[config.mk]
export PLATFORM = sky130hd
export DESIGN_NAME = led_key_controller_i2c_master_top_flat
export DESIGN_NICKNAME = d
export VERILOG_FILES = /design/src/design/lkc_pkg.sv /design/src/design/lkc_if.sv /design/src/design/lkc_step.sv /design/src/design/led_key_controller_i2c_master_top.sv /design/src/flat_wrapper.sv
export SDC_FILE = /design/constraint.sdc
export NUM_CORES = 1
export LEC_CHECK = 0
export BUFFER_PORTS_ARGS = -buffer_cell sky130_fd_sc_hd__buf_2
export CAP_MARGIN = 15
export CORE_MARGIN = 3
export CORE_UTILIZATION = 50
export CTS_BUF_LIST = sky130_fd_sc_hd__clkbuf_4
export CTS_CLUSTER_SIZE = 14
export DETAILED_ROUTE_END_ITERATION = 10
export PLACE_DENSITY = 0.73
export SYNTH_ARGS = -nofsm -noshare
export SYNTH_HDL_FRONTEND = slang
export SYNTH_SLANG_ARGS = --single-unit
[constraint.sdc]
create_clock -name clk -period 4.2 [get_ports clk]
set_input_delay 0.84 -clock clk [delete_from_list [all_inputs] [get_ports clk]]
set_output_delay 0.84 -clock clk [all_outputs]
set_load 0.005 [all_outputs]
[src/design/lkc_pkg.sv]
// Package: types, constants and lookup functions for the LED/key controller I2C master.
package lkc_pkg;

    localparam int unsigned DIGIT_COUNT = 8;
    localparam int unsigned CFG_INDEX_W = 8;

    localparam logic [CFG_INDEX_W-1:0] CFG_TICKS_PER_DELAY = 8'd0;
    localparam logic [CFG_INDEX_W-1:0] CFG_ACK_POLL_LIMIT  = 8'd1;

    localparam logic [2:0] CMD_TICK     = 3'd0;
    localparam logic [2:0] CMD_RAW      = 3'd1;
    localparam logic [2:0] CMD_DIGIT    = 3'd2;
    localparam logic [2:0] CMD_SEGMENTS = 3'd3;
    localparam logic [2:0] CMD_CLEAR    = 3'd4;
    localparam logic [2:0] CMD_KEY_READ = 3'd5;
    localparam logic [2:0] CMD_INIT     = 3'd6;
    localparam logic [2:0] CMD_UNUSED   = 3'd7;

    localparam logic [7:0] WRITE_BASE     = 8'h60;
    localparam logic [7:0] READ_ADDR      = 8'h6F;
    localparam logic [7:0] POINT_MASK     = 8'h80;
    localparam logic [3:0] DIGIT_REG_BASE = 4'h8;
    localparam logic [3:0] INIT_CMD_A     = 4'h7;
    localparam logic [3:0] INIT_CMD_B     = 4'h4;
    localparam logic [7:0] INIT_DATA_B    = 8'h03;
    localparam logic [4:0] KEY_NONE       = 5'd16;
    localparam logic [7:0] ACK_SAT        = 8'd255;

    typedef enum logic [15:0] {
        PH_IDLE = 16'h0001,
        PH_ST1  = 16'h0002,
        PH_ST2  = 16'h0004,
        PH_ST3  = 16'h0008,
        PH_TXD  = 16'h0010,
        PH_TXH  = 16'h0020,
        PH_TXL  = 16'h0040,
        PH_AKR  = 16'h0080,
        PH_AKH  = 16'h0100,
        PH_AKP  = 16'h0200,
        PH_AKL  = 16'h0400,
        PH_RXH  = 16'h0800,
        PH_RXL  = 16'h1000,
        PH_SP1  = 16'h2000,
        PH_SP2  = 16'h4000,
        PH_FIN  = 16'h8000
    } phase_t;

    typedef enum logic [1:0] {
        JOB_ONE   = 2'd0,
        JOB_CLEAR = 2'd1,
        JOB_INIT  = 2'd2,
        JOB_READ  = 2'd3
    } job_t;

    typedef struct packed {
        phase_t     phase;
        logic [7:0] delay;
        logic [2:0] bit_idx;
        logic [7:0] shift;
        logic [7:0] pend;
        logic [2:0] wcnt;
        logic [7:0] ack;
        logic       scl;
        logic       sda;
        logic [4:0] last_key;
        job_t       job;
        logic       stage;
    } lkc_state_t;

    typedef struct packed {
        logic       scl_level;
        logic       sda_level;
        logic       busy_res;
        logic       done_res;
        logic [4:0] key_code;
        logic       key_valid;
        logic       rejected;
    } lkc_result_t;

    localparam lkc_state_t STATE_RESET = '{
        phase: PH_IDLE, delay: 8'd0, bit_idx: 3'd0, shift: 8'd0, pend: 8'd0,
        wcnt: 3'd0, ack: 8'd0, scl: 1'b1, sda: 1'b1, last_key: KEY_NONE,
        job: JOB_ONE, stage: 1'b0
    };

    function automatic logic [7:0] seg_font(input logic [3:0] d);
        logic [7:0] r;
        case (d)
            4'h0: r = 8'h3F;
            4'h1: r = 8'h06;
            4'h2: r = 8'h5B;
            4'h3: r = 8'h4F;
            4'h4: r = 8'h66;
            4'h5: r = 8'h6D;
            4'h6: r = 8'h7D;
            4'h7: r = 8'h07;
            4'h8: r = 8'h7F;
            4'h9: r = 8'h6F;
            4'hA: r = 8'h77;
            4'hB: r = 8'h7C;
            4'hC: r = 8'h39;
            4'hD: r = 8'h5E;
            4'hE: r = 8'h79;
            default: r = 8'h71;
        endcase
        return r;
    endfunction

    function automatic logic [4:0] decode_key(input logic [7:0] b);
        logic [4:0] k;
        case (b)
            8'h4A: k = 5'd0;
            8'h47: k = 5'd1;
            8'h46: k = 5'd2;
            8'h45: k = 5'd3;
            8'h43: k = 5'd4;
            8'h42: k = 5'd5;
            8'h41: k = 5'd6;
            8'h4F: k = 5'd7;
            8'h4E: k = 5'd8;
            8'h4D: k = 5'd9;
            8'h44: k = 5'd10;
            8'h40: k = 5'd11;
            8'h4C: k = 5'd12;
            8'h48: k = 5'd13;
            8'h4B: k = 5'd14;
            8'h49: k = 5'd15;
            default: k = KEY_NONE;
        endcase
        return k;
    endfunction

    function automatic logic [7:0] write_addr(input logic [3:0] cmd);
        return WRITE_BASE | {3'b000, cmd, 1'b0};
    endfunction

endpackage

[src/design/lkc_if.sv]
// Interfaces: request, result and configuration channels.
interface lkc_req_if;
    logic       valid;
    logic       ready;
    logic [2:0] command;
    logic [3:0] cmd_nibble;
    logic [7:0] payload;
    logic [2:0] position;
    logic       sda_sample;

    modport source (output valid, output command, output cmd_nibble, output payload,
                    output position, output sda_sample, input ready);
    modport sink (input valid, input command, input cmd_nibble, input payload,
                  input position, input sda_sample, output ready);
endinterface

interface lkc_res_if;
    logic       valid;
    logic       ready;
    logic       scl_level;
    logic       sda_level;
    logic       busy_res;
    logic       done_res;
    logic [4:0] key_code;
    logic       key_valid;
    logic       rejected;

    modport source (output valid, output scl_level, output sda_level, output busy_res,
                    output done_res, output key_code, output key_valid, output rejected,
                    input ready);
    modport sink (input valid, input scl_level, input sda_level, input busy_res,
                  input done_res, input key_code, input key_valid, input rejected,
                  output ready);
endinterface

interface lkc_cfg_if;
    logic                             valid;
    logic                             ready;
    logic [lkc_pkg::CFG_INDEX_W-1:0]  index;
    logic [7:0]                       data;

    modport source (output valid, output index, output data, input ready);
    modport sink (input valid, input index, input data, output ready);
endinterface

[src/design/lkc_step.sv]
// Single-tick sequencer step: next state and result for one request.
module lkc_step (
    input  logic [7:0]          ticks_per_delay,
    input  logic [7:0]          ack_poll_limit,
    input  logic [2:0]          command,
    input  logic [3:0]          cmd_nibble,
    input  logic [7:0]          payload,
    input  logic [2:0]          position,
    input  logic                sda_sample,
    input  lkc_pkg::lkc_state_t state_cur,
    output lkc_pkg::lkc_state_t state_next,
    output lkc_pkg::lkc_result_t result
);

    // start condition: begin_write plus the first START step
    function automatic lkc_pkg::lkc_state_t start_seq(input lkc_pkg::lkc_state_t s,
                                                       input logic [7:0] first,
                                                       input logic [7:0] tm1);
        lkc_pkg::lkc_state_t r;
        r         = s;
        r.shift   = first;
        r.stage   = 1'b0;
        r.bit_idx = 3'd0;
        r.sda     = 1'b1;
        r.scl     = 1'b1;
        r.phase   = lkc_pkg::PH_ST2;
        r.delay   = tm1;
        return r;
    endfunction

    function automatic lkc_pkg::lkc_state_t ack_low(input lkc_pkg::lkc_state_t s,
                                                     input logic [7:0] tm1);
        lkc_pkg::lkc_state_t r;
        r       = s;
        r.scl   = 1'b0;
        r.delay = tm1;
        r.bit_idx = 3'd0;
        if (s.job == lkc_pkg::JOB_READ)
        begin
            r.shift = 8'd0;
            r.phase = lkc_pkg::PH_RXH;
        end
        else if (!s.stage)
        begin
            r.stage = 1'b1;
            r.shift = s.pend;
            r.phase = lkc_pkg::PH_TXD;
        end
        else
        begin
            r.bit_idx = s.bit_idx;
            r.phase   = lkc_pkg::PH_SP1;
        end
        return r;
    endfunction

    always_comb
    begin
        lkc_pkg::lkc_state_t s;
        logic [7:0] tm1;
        logic [7:0] lim;
        logic [7:0] ack_inc;
        logic [3:0] digit_reg;
        logic [3:0] wcnt_inc;
        logic       request;
        logic       run;
        logic       done;
        logic       kv;
        logic       rej;

        tm1       = (ticks_per_delay == 8'd0) ? 8'd0 : ticks_per_delay - 8'd1;
        lim       = (ack_poll_limit == 8'd0) ? 8'd1 : ack_poll_limit;
        digit_reg = {1'b1, 3'(3'd3 - position)};
        wcnt_inc  = {1'b0, state_cur.wcnt} + 4'd1;
        request   = (command != lkc_pkg::CMD_TICK) && (command != lkc_pkg::CMD_UNUSED);
        s         = state_cur;
        run       = 1'b0;
        done      = 1'b0;
        kv        = 1'b0;
        rej       = 1'b0;
        ack_inc   = 8'd0;

        if (state_cur.phase != lkc_pkg::PH_IDLE)
        begin
            rej = request;
            if (state_cur.delay != 8'd0)
                s.delay = state_cur.delay - 8'd1;
            else
                run = 1'b1;
        end
        else if (request)
        begin
            s.wcnt = 3'd0;
            s.job  = lkc_pkg::JOB_ONE;
            case (command)
                lkc_pkg::CMD_RAW:
                begin
                    s.pend = payload;
                    s = start_seq(s, lkc_pkg::write_addr(cmd_nibble), tm1);
                end
                lkc_pkg::CMD_DIGIT:
                begin
                    s.pend = lkc_pkg::seg_font(payload[3:0]) | (payload & lkc_pkg::POINT_MASK);
                    s = start_seq(s, lkc_pkg::write_addr(digit_reg), tm1);
                end
                lkc_pkg::CMD_SEGMENTS:
                begin
                    s.pend = payload;
                    s = start_seq(s, lkc_pkg::write_addr(digit_reg), tm1);
                end
                lkc_pkg::CMD_CLEAR:
                begin
                    s.job  = lkc_pkg::JOB_CLEAR;
                    s.pend = 8'd0;
                    s = start_seq(s, lkc_pkg::write_addr(lkc_pkg::DIGIT_REG_BASE), tm1);
                end
                lkc_pkg::CMD_KEY_READ:
                begin
                    s.job = lkc_pkg::JOB_READ;
                    s = start_seq(s, lkc_pkg::READ_ADDR, tm1);
                end
                default:
                begin
                    s.job  = lkc_pkg::JOB_INIT;
                    s.pend = 8'd0;
                    s = start_seq(s, lkc_pkg::write_addr(lkc_pkg::INIT_CMD_A), tm1);
                end
            endcase
        end

        if (run)
        begin
            unique case (state_cur.phase)
                lkc_pkg::PH_ST1:
                begin
                    s.sda = 1'b1; s.scl = 1'b1;
                    s.phase = lkc_pkg::PH_ST2; s.delay = tm1;
                end
                lkc_pkg::PH_ST2:
                begin
                    s.sda = 1'b0;
                    s.phase = lkc_pkg::PH_ST3; s.delay = tm1;
                end
                lkc_pkg::PH_ST3:
                begin
                    s.scl = 1'b0;
                    s.phase = lkc_pkg::PH_TXD; s.delay = tm1;
                end
                lkc_pkg::PH_TXD:
                begin
                    s.sda = state_cur.shift[7];
                    s.phase = lkc_pkg::PH_TXH; s.delay = tm1;
                end
                lkc_pkg::PH_TXH:
                begin
                    s.scl = 1'b1;
                    s.phase = lkc_pkg::PH_TXL; s.delay = tm1;
                end
                lkc_pkg::PH_TXL:
                begin
                    s.scl   = 1'b0;
                    s.shift = {state_cur.shift[6:0], 1'b0};
                    s.delay = tm1;
                    if (state_cur.bit_idx == 3'd7)
                    begin
                        s.bit_idx = 3'd0;
                        s.phase   = lkc_pkg::PH_AKR;
                    end
                    else
                    begin
                        s.bit_idx = state_cur.bit_idx + 3'd1;
                        s.phase   = lkc_pkg::PH_TXD;
                    end
                end
                lkc_pkg::PH_AKR:
                begin
                    s.sda = 1'b1;
                    s.phase = lkc_pkg::PH_AKH; s.delay = tm1;
                end
                lkc_pkg::PH_AKH:
                begin
                    s.scl = 1'b1; s.ack = 8'd0;
                    s.phase = lkc_pkg::PH_AKP; s.delay = tm1;
                end
                lkc_pkg::PH_AKP:
                begin
                    if (!sda_sample)
                        s = ack_low(state_cur, tm1);
                    else
                    begin
                        ack_inc = (state_cur.ack != lkc_pkg::ACK_SAT) ?
                                  state_cur.ack + 8'd1 : state_cur.ack;
                        s.ack   = ack_inc;
                        s.delay = tm1;
                        s.phase = (ack_inc >= lim) ? lkc_pkg::PH_AKL : lkc_pkg::PH_AKP;
                    end
                end
                lkc_pkg::PH_AKL:
                    s = ack_low(state_cur, tm1);
                lkc_pkg::PH_RXH:
                begin
                    s.sda = 1'b1; s.scl = 1'b1;
                    s.phase = lkc_pkg::PH_RXL; s.delay = tm1;
                end
                lkc_pkg::PH_RXL:
                begin
                    s.shift = {state_cur.shift[6:0], sda_sample};
                    s.scl   = 1'b0;
                    s.delay = tm1;
                    if (state_cur.bit_idx == 3'd7)
                    begin
                        s.bit_idx = 3'd0;
                        s.phase   = lkc_pkg::PH_SP1;
                    end
                    else
                    begin
                        s.bit_idx = state_cur.bit_idx + 3'd1;
                        s.phase   = lkc_pkg::PH_RXH;
                    end
                end
                lkc_pkg::PH_SP1:
                begin
                    s.sda = 1'b0; s.scl = 1'b1;
                    s.phase = lkc_pkg::PH_SP2; s.delay = tm1;
                end
                lkc_pkg::PH_SP2:
                begin
                    s.sda = 1'b1;
                    s.phase = lkc_pkg::PH_FIN; s.delay = tm1;
                end
                lkc_pkg::PH_FIN:
                begin
                    if (state_cur.job == lkc_pkg::JOB_CLEAR &&
                        wcnt_inc < 4'(lkc_pkg::DIGIT_COUNT))
                    begin
                        s.wcnt = wcnt_inc[2:0];
                        s.pend = 8'd0;
                        s = start_seq(s, lkc_pkg::write_addr({1'b1, wcnt_inc[2:0]}), tm1);
                    end
                    else if (state_cur.job == lkc_pkg::JOB_INIT && state_cur.wcnt == 3'd0)
                    begin
                        s.wcnt = 3'd1;
                        s.pend = lkc_pkg::INIT_DATA_B;
                        s = start_seq(s, lkc_pkg::write_addr(lkc_pkg::INIT_CMD_B), tm1);
                    end
                    else
                    begin
                        if (state_cur.job == lkc_pkg::JOB_READ)
                        begin
                            s.last_key = lkc_pkg::decode_key(state_cur.shift);
                            kv = 1'b1;
                        end
                        done    = 1'b1;
                        s.phase = lkc_pkg::PH_IDLE;
                        s.delay = 8'd0;
                    end
                end
                default:
                begin
                    s.phase = lkc_pkg::PH_IDLE;
                    s.delay = 8'd0;
                end
            endcase
        end

        state_next       = s;
        result.scl_level = s.scl;
        result.sda_level = s.sda;
        result.busy_res  = (s.phase != lkc_pkg::PH_IDLE);
        result.done_res  = done;
        result.key_code  = s.last_key;
        result.key_valid = kv;
        result.rejected  = rej;
    end

endmodule

[src/design/led_key_controller_i2c_master_top.sv]
// Top level: LED/key controller I2C master with request, result and config channels.
// A result is registered and is valid in the cycle after its request is accepted.
// Throughput: one request per cycle while res.ready is high; the result register frees in the same cycle it is taken.
// Each request advances the pin sequencer by one tick.
// Reset (rst_n low, async): idle, pins released high, key 16, delay slot 1 tick, poll limit 250.
module led_key_controller_i2c_master_top (
    input  logic  clk,
    input  logic  rst_n,
    lkc_req_if.sink   req,
    lkc_res_if.source res,
    lkc_cfg_if.sink   cfg
);

    lkc_pkg::lkc_state_t  state_reg;
    lkc_pkg::lkc_state_t  state_next;
    lkc_pkg::lkc_result_t result_next;
    lkc_pkg::lkc_result_t result_reg;
    logic                 out_valid_reg;
    logic [7:0]           ticks_reg;
    logic [7:0]           limit_reg;
    logic                 accept;

    assign req.ready = !out_valid_reg || res.ready;
    assign accept    = req.valid && req.ready;
    assign cfg.ready = 1'b1;

    lkc_step u_step (
        .ticks_per_delay (ticks_reg),
        .ack_poll_limit  (limit_reg),
        .command         (req.command),
        .cmd_nibble      (req.cmd_nibble),
        .payload         (req.payload),
        .position        (req.position),
        .sda_sample      (req.sda_sample),
        .state_cur       (state_reg),
        .state_next      (state_next),
        .result          (result_next)
    );

    always_ff @(posedge clk or negedge rst_n)
    begin
        if (!rst_n)
        begin
            ticks_reg <= 8'd1;
            limit_reg <= 8'd250;
        end
        else if (cfg.valid)
        begin
            unique case (cfg.index)
                lkc_pkg::CFG_TICKS_PER_DELAY: ticks_reg <= cfg.data;
                lkc_pkg::CFG_ACK_POLL_LIMIT:  limit_reg <= cfg.data;
                default: ;
            endcase
        end
    end

    always_ff @(posedge clk or negedge rst_n)
    begin
        if (!rst_n)
        begin
            state_reg     <= lkc_pkg::STATE_RESET;
            out_valid_reg <= 1'b0;
        end
        else
        begin
            if (accept)
                state_reg <= state_next;
            if (accept)
                out_valid_reg <= 1'b1;
            else if (res.ready)
                out_valid_reg <= 1'b0;
        end
    end

    always_ff @(posedge clk)
    begin
        if (accept)
            result_reg <= result_next;
    end

    assign res.valid     = out_valid_reg;
    assign res.scl_level = result_reg.scl_level;
    assign res.sda_level = result_reg.sda_level;
    assign res.busy_res  = result_reg.busy_res;
    assign res.done_res  = result_reg.done_res;
    assign res.key_code  = result_reg.key_code;
    assign res.key_valid = result_reg.key_valid;
    assign res.rejected  = result_reg.rejected;

    // key read end is always a sequence end
    a_kv_done: assert property (@(posedge clk) disable iff (!rst_n)
        res.valid && res.key_valid |-> res.done_res)
        else $error("key_valid without done");

    a_done_idle: assert property (@(posedge clk) disable iff (!rst_n)
        res.valid && res.done_res |-> !res.busy_res)
        else $error("done while busy");

    a_idle_delay: assert property (@(posedge clk) disable iff (!rst_n)
        state_reg.phase == lkc_pkg::PH_IDLE |-> state_reg.delay == 8'd0)
        else $error("idle with pending delay");

    a_no_overwrite: assert property (@(posedge clk) disable iff (!rst_n)
        out_valid_reg && !res.ready |=> out_valid_reg && $stable(result_reg))
        else $error("result lost under stall");

    a_new_result: assert property (@(posedge clk) disable iff (!rst_n)
        accept |=> out_valid_reg)
        else $error("accepted request produced no result");

endmodule
[src/flat_wrapper.sv]
// flat-port wrapper written by rule: the top's interface ports become plain ports
module led_key_controller_i2c_master_top_flat 
  (clk, rst_n, req_valid, req_command, req_cmd_nibble, req_payload, req_position, req_sda_sample, req_ready, res_valid, res_scl_level, res_sda_level, res_busy_res, res_done_res, res_key_code, res_key_valid, res_rejected, res_ready, cfg_valid, cfg_index, cfg_data, cfg_ready);
  lkc_req_if req_i ();
  lkc_res_if res_i ();
  lkc_cfg_if cfg_i ();
  input  logic clk;
  input  logic rst_n;
  input wire logic [$bits(req_i.valid)-1:0] req_valid;
  input wire logic [$bits(req_i.command)-1:0] req_command;
  input wire logic [$bits(req_i.cmd_nibble)-1:0] req_cmd_nibble;
  input wire logic [$bits(req_i.payload)-1:0] req_payload;
  input wire logic [$bits(req_i.position)-1:0] req_position;
  input wire logic [$bits(req_i.sda_sample)-1:0] req_sda_sample;
  output wire logic [$bits(req_i.ready)-1:0] req_ready;
  output wire logic [$bits(res_i.valid)-1:0] res_valid;
  output wire logic [$bits(res_i.scl_level)-1:0] res_scl_level;
  output wire logic [$bits(res_i.sda_level)-1:0] res_sda_level;
  output wire logic [$bits(res_i.busy_res)-1:0] res_busy_res;
  output wire logic [$bits(res_i.done_res)-1:0] res_done_res;
  output wire logic [$bits(res_i.key_code)-1:0] res_key_code;
  output wire logic [$bits(res_i.key_valid)-1:0] res_key_valid;
  output wire logic [$bits(res_i.rejected)-1:0] res_rejected;
  input wire logic [$bits(res_i.ready)-1:0] res_ready;
  input wire logic [$bits(cfg_i.valid)-1:0] cfg_valid;
  input wire logic [$bits(cfg_i.index)-1:0] cfg_index;
  input wire logic [$bits(cfg_i.data)-1:0] cfg_data;
  output wire logic [$bits(cfg_i.ready)-1:0] cfg_ready;
  assign req_i.valid = req_valid;
  assign req_i.command = req_command;
  assign req_i.cmd_nibble = req_cmd_nibble;
  assign req_i.payload = req_payload;
  assign req_i.position = req_position;
  assign req_i.sda_sample = req_sda_sample;
  assign req_ready = req_i.ready;
  assign res_valid = res_i.valid;
  assign res_scl_level = res_i.scl_level;
  assign res_sda_level = res_i.sda_level;
  assign res_busy_res = res_i.busy_res;
  assign res_done_res = res_i.done_res;
  assign res_key_code = res_i.key_code;
  assign res_key_valid = res_i.key_valid;
  assign res_rejected = res_i.rejected;
  assign res_i.ready = res_ready;
  assign cfg_i.valid = cfg_valid;
  assign cfg_i.index = cfg_index;
  assign cfg_i.data = cfg_data;
  assign cfg_ready = cfg_i.ready;
  led_key_controller_i2c_master_top u_core (.clk(clk), .rst_n(rst_n), .req(req_i), .res(res_i), .cfg(cfg_i));
endmodule
== Word level (Yosys, flattened, before mapping) ==
Memories as Yosys holds them, arrays and structs flattened.
Index checks and enable logic that the tools add are counted.
Operators by class
  muxes and demuxes: 48
  equal/unequal tests: 48
  multiply operators: 0
  add/subtract/negate cells: 6
  reduce and logical (&&, ||, !) cells: 24
  shift operators: 0
  bitwise logic cells: 3
  divide/modulo/power cells: 0
  magnitude comparators: 2
Operators with widths (number)
  case mux 24 bit (15 select lines): 1
  case mux 34 bit (5 select lines): 1
  == test 8 x 7 -> 1 bit (second input constant): 16
  two-way mux 64 bit: 2
  two-way mux 8 bit: 12
  case mux 5 bit (16 select lines): 1
  case mux 11 bit (5 select lines): 1
  two-way mux 51 bit: 1
  two-way mux 40 bit: 1
  case mux 11 bit (3 select lines): 1
  two-way mux 16 bit: 2
  two-way mux 32 bit: 1
  inequality test 16 x 1 -> 1 bit (second input constant): 2
  case mux 8 bit (4 select lines): 1
  two-way mux 14 bit: 2
  zero test 8 bit: 3
  two-way mux 24 bit: 1
  case mux 8 bit (3 select lines): 1
  two-way mux 11 bit: 2
  two-way mux 22 bit: 1
  == test 16 x 10 -> 1 bit (second input constant): 1
  == test 16 x 11 -> 1 bit (second input constant): 1
  == test 16 x 12 -> 1 bit (second input constant): 1
  == test 16 x 13 -> 1 bit (second input constant): 1
  other kinds (49): 74
Word-level totals
  register bits after elaboration: 92
  latch bits: 0
  input bits: 40
  word-level logic and storage cells: 154
  memories kept: 1
  bits in writable memories: 0
  memory bits (read-only): 112
  output and inout bits: 14
Memories
  (name not given): depth 16, bits a word 7, rd ports 1, clocked after memory_dff 0, wr ports 0, line lkc_pkg.sv:88  | case (d)

== Longest topological paths before layout ==
  depth in word-level cells: 14
  depth in mapped cells: 15
  mapped depth without buffers: 15

== Modules after synthesis ==
Synthesis repeated with hierarchy kept, for this count alone.
Unflattened totals
  cells, all modules: 767
  area total of the unflattened synthesis: 7106.8 um^2
Modules (own cells, without submodules)
  lkc_step: cells an instance 577, sequential area each 0.0 um^2, instances 1, area each 3627.2 um^2
  led_key_controller_i2c_master_top: cells an instance 190, sequential area each 2371.0 um^2, instances 1, area each 3479.6 um^2

== Worst setup path after synthesis ==
OpenSTA, ideal clock, no wires.
  path type: register -> register
  start: register u_core.state_reg[40] (netlist name)
  end: register u_core.state_reg[34] (netlist name)
  buffers on the path: 1
  data arrival time: 2.738 ns
  library setup time: 0.121 ns
  data required time: 4.079 ns
  clock period less this slack: 2.859 ns
  stages on the path, launching flop included: 10
  path slack: 1.341 ns
  path through: dfrtp_1 inv_1 ha_1 or3b_1 buf_2 or4b_4 nor2_4 nand2_1 or4_1 a22o_1
On the way
  word-level cells in the longest chain between the ends: 4
Ends and longest elaborated chain
  from (decl): line led_key_controller_i2c_master_top.sv:14  | lkc_pkg::lkc_state_t state_reg;
  from (signal assigned): line led_key_controller_i2c_master_top.sv:61  | state_reg <= lkc_pkg::STATE_RESET;
  from (signal assigned): line led_key_controller_i2c_master_top.sv:67  | state_reg <= state_next;
  nonzero test 8 bit: line lkc_step.sv:86  | if (state_cur.delay != 8'd0)
  two-way mux 1 bit: line lkc_step.sv:86
  two-way mux 1 bit: line lkc_step.sv:83  | if (state_cur.phase != lkc_pkg::PH_IDLE)
  two-way mux 64 bit: line lkc_step.sv:131  | if (run)
Every way passes these cells.
A chain may end at the register's enable or synchronous reset.

== Worst setup path after layout ==
  start: register u_core.state_reg[40] (netlist name)
  end: register u_core.state_reg[19] (netlist name)
On the way
  word-level cells in the longest chain between the ends: 5
  elaborated cells between the ends (all ways): 7
  classes of those cells: 2 x eq/ne; 3 x mux; 2 x reduce/logical
Ends and longest elaborated chain (line)
  nonzero test 8 bit (*): lkc_step.sv:86
  two-way mux 1 bit (*): lkc_step.sv:86
  two-way mux 1 bit (*): lkc_step.sv:83
  inequality test 3 bit (no source line) or inequality test 2 bit (tied branches)
  AND reduction 3 bit (no source line)
Mark *: on every way between the ends. The rest lies on a longest branch, timed or not.

==> parameters.txt <==
Parameter                              Value

Run status
  Result of the run    finished, final reports clean

STA
  Worst Hold Margin    509 ps
  Final total negative setup slack    0 ps
  Worst slew margin    0.324
  Final period demand of the worst path    3300 ps
  Portion of the clock cycle consumed by the worst path in the final layout    0.786
  Number of pins with negative max-slew slack in the final report    0
  Number of hold violations in the final report    0
  FMAX    303 MHz
  Count of final setup violators    0
  Setup repair after global routing missed its margin    false
  Final setup skew    29.5 ps
  Slew at the pin with the worst max-slew slack    1010 ps

Global route
  Largest net degree at the start of global routing    82
  Initial antenna violation count    0
  Total track usage    0.256
  First-pass GRT wire length    27400 um
  Vias in the first global route    5423
  GR Overflow Total    0

Critical path
  Classification of the worst setup path    reg -> reg
  Crit-path most repeated cell    o21ai_0
  End of the worst register-to-register path    u_core.state_reg[19]$_DFFE_PN0P_
  CP Data Arrival Time    3650 ps
  Critical Path Source Type    flop
  Endpoint required time on the critical path    4550 ps
  Cell-by-cell listing of the critical path    inv_1, ha_1, or3b_1, or4b_4, nor3_2, buf_4, and2_1, o21ai_0, o21ai_0, o22ai_1
  Setup slack of the worst register-to-register path    900 ps
  CP max-delay cell    or4b_4
  Count of cells along the worst register-to-register path    10
  Stage delay of the slowest cell on the critical path    550 ps
  Launch point of the worst reg-to-reg path    u_core.state_reg[40]$_DFFE_PN0P_
  Critical Path Sink Type    flop
  Maximum fanout along the worst path    16

Clocking
  Post-CTS Setup Repair Bufs    0
  CTS root buffer    clkbuf_4
  Buffer levels on the longest clock path    2
  CTS tree    done
  Quantity of gates resized following cts    0
  CTS buffer count    9
  Insertion delay to the later sink of the worst-skew pair    500 ps
  Maximum level of the CTS H-tree    3
  # hold bufs at CTS    0
  Sink Count    92
  Reg clk slew, reported paths    150 ps

Floorplan
  Area of the die    0.0137 mm^2
  Num ports    54
  Initial core utilization    0.525
  Height of the die    117 um
  X dimension of the die    117 um
  Std-Cell Rows    39
  Placeable Area    0.0118 mm^2

Job
  Max-capacitance violation count    0

Logic synthesis
  Post-synth EDFFs    11
  Part of the Yosys area used for sequential elements    0.384
  Synthesis-stage register bit count    92
  Number of library cell types mapped by synthesis    74
  Flip-flop cell with the highest count after synthesis    dfrtp_1
  Share of synthesized flip-flops with an asynchronous set or reset    0.880
  Cell count after synthesis    723
  Count of warnings emitted by yosys    0
  Post-Syn Nets    786
  Cell area after technology mapping    0.00618 mm^2
  Post-synthesis average cell area    8.55 um^2

Place
  Half-perimeter wire length of the detailed placement result    12500 um
  Placed standard-cell area    0.00657 mm^2
  Count of buffers from port buffering    52
  Routability congestion estimate    1.03

Drt
  Average routed wire per standard cell    18.1 um
  Via density    6.31
  DRC marker count from the first detailed-route iteration    663
  DRC violation count after routing    0
  Vias    5866
  Drt pass-1 iters    6
  Number of antenna-violating nets in the routed design    0
  Total Routed Length    16800 um

Finish
  Most frequent cells in the layout    nand2_1 (94), nor2_1 (82), dfrtp_1 (70)
  Commonest non-fill, non-tap cell in the layout    nand2_1
  Area added between synthesis and finish    9.01%
  Proportion of layout cells with a drive suffix above 1    0.164
  Number of fill cells in the layout    1011
  Flip-flop count of the largest register after layout    64
  Antenna Cells    0
  Area of all placed cells without fillers    0.00674 mm^2
  Final net count    824

Pwr
  Total power after layout    2.90 mW
  Worst vdd rail ir drop    0.000273 V
  Ratio of total power to cell area    431 mW/mm^2
  Static leakage    2.84 nW

Worst hold path
  Path category of the worst min-delay check    in -> async
==> per-layer routing <==
| layer | global-route usage | vias up | part of all wire |
|---|---|---|---|
| met5 | 0 | - | 0 |
| met4 | 0.0902 | 0 | 0.027 |
| met3 | 0.0720 | 58 | 0.090 |
| met2 | 0.385 | 293 | 0.44 |
| met1 | 0.356 | 2781 | 0.44 |
| li1 | - | 2734 | - |
==> worst max-delay path, delay by kind of cell, from the launching register on <==
family / cells / cell delay (ps)
and+or+nand+nor: 4 / 1430
DFF: 1 / 430
AOI/OAI and AO/OA: 3 / 780
buffers and inverters: 2 / 340
adders and majority gates: 1 / 180
==> final cells by class <==
| class | count | area (um^2) | area share |
|---|---|---|---|
| clock buffers | 12 | 90.1 | 0.0134 |
| clock inverters | 4 | 75.1 | 0.0111 |
| inverters | 27 | 101 | 0.0150 |
| multi-input cells | 569 | 3550 | 0.528 |
| flip-flops and latches | 92 | 2370 | 0.352 |
| well taps | 164 | 205 | 0.0305 |
| repair buffers | 62 | 338 | 0.0502 |
==> through the flow <==
stage          cells  setup slack [ps]  utilization
3_3_place_gp     914              1030        0.559
3_5_place_dp     914               969        0.559
5_1_grt          930               652        0.573
6_report         930               898        0.573
2_1_floorplan    723              1340            -
4_1_cts          930               941        0.573
==> cell usage after synthesis, types with 9 or more instances <==
cell type | instances | area share
nor3_1 | 22 | 0.018
nand2_1 | 94 | 0.057
mux2_2 | 22 | 0.040
nand2b_1 | 12 | 0.012
edfxtp_1 | 11 | 0.053
dfrtp_1 | 70 | 0.28
ha_1 | 23 | 0.047
o21ai_0 | 46 | 0.037
nor2_1 | 82 | 0.050
o22ai_1 | 12 | 0.012
inv_1 | 27 | 0.016
nor4_1 | 15 | 0.015
xnor2_1 | 10 | 0.014
o31ai_1 | 9 | 0.011
a21oi_1 | 36 | 0.029
dfstp_2 | 11 | 0.047
nand3_1 | 27 | 0.022
nand4_1 | 9 | 0.0091
clkbuf_1 | 25 | 0.015
nor2b_1 | 9 | 0.0091
==> power by group <==
group	total, mW	internal [mW]	switching [mW]	leakage (nW)
combinational	1.06	0.416	0.643	1.60
sequential	1.28	1.07	0.205	1.15
clock	0.566	0.261	0.305	0.0838
total	2.90	1.75	1.15	2.84
==> cell families (layout without fill, tap and decap cells) <==
family                   after synthesis  in the layout  synth area share
AO/OA/AOI/OAI                        179            179             0.190
XOR/XNOR                              15             15            0.0213
adder cells (fa/ha/maj)               23             23            0.0466
buffers and inverters                 62            105            0.0409
flip-flops                            92             92             0.384
multiplexers                          28             28            0.0518
other                                  1              1          0.000607
AND/OR/NAND/NOR                      323            323             0.265
==> worst max path at each step <==
stage / from / endpoint
global route: u_core.state_reg[10]$_DFFE_PN0P_ / u_core.res.busy_res$_DFFE_PP_
floorplan: u_core.state_reg[40]$_DFFE_PN0P_ / u_core.state_reg[34]$_DFFE_PN0P_
CTS: u_core.state_reg[10]$_DFFE_PN0P_ / u_core.res.busy_res$_DFFE_PP_
detailed placement: u_core.state_reg[10]$_DFFE_PN0P_ / u_core.res.busy_res$_DFFE_PP_
finish: u_core.state_reg[40]$_DFFE_PN0P_ / u_core.state_reg[19]$_DFFE_PN0P_
global placement: u_core.state_reg[10]$_DFFE_PN0P_ / u_core.res.busy_res$_DFFE_PP_
Note: power is estimated with default switching activity, not from simulation.
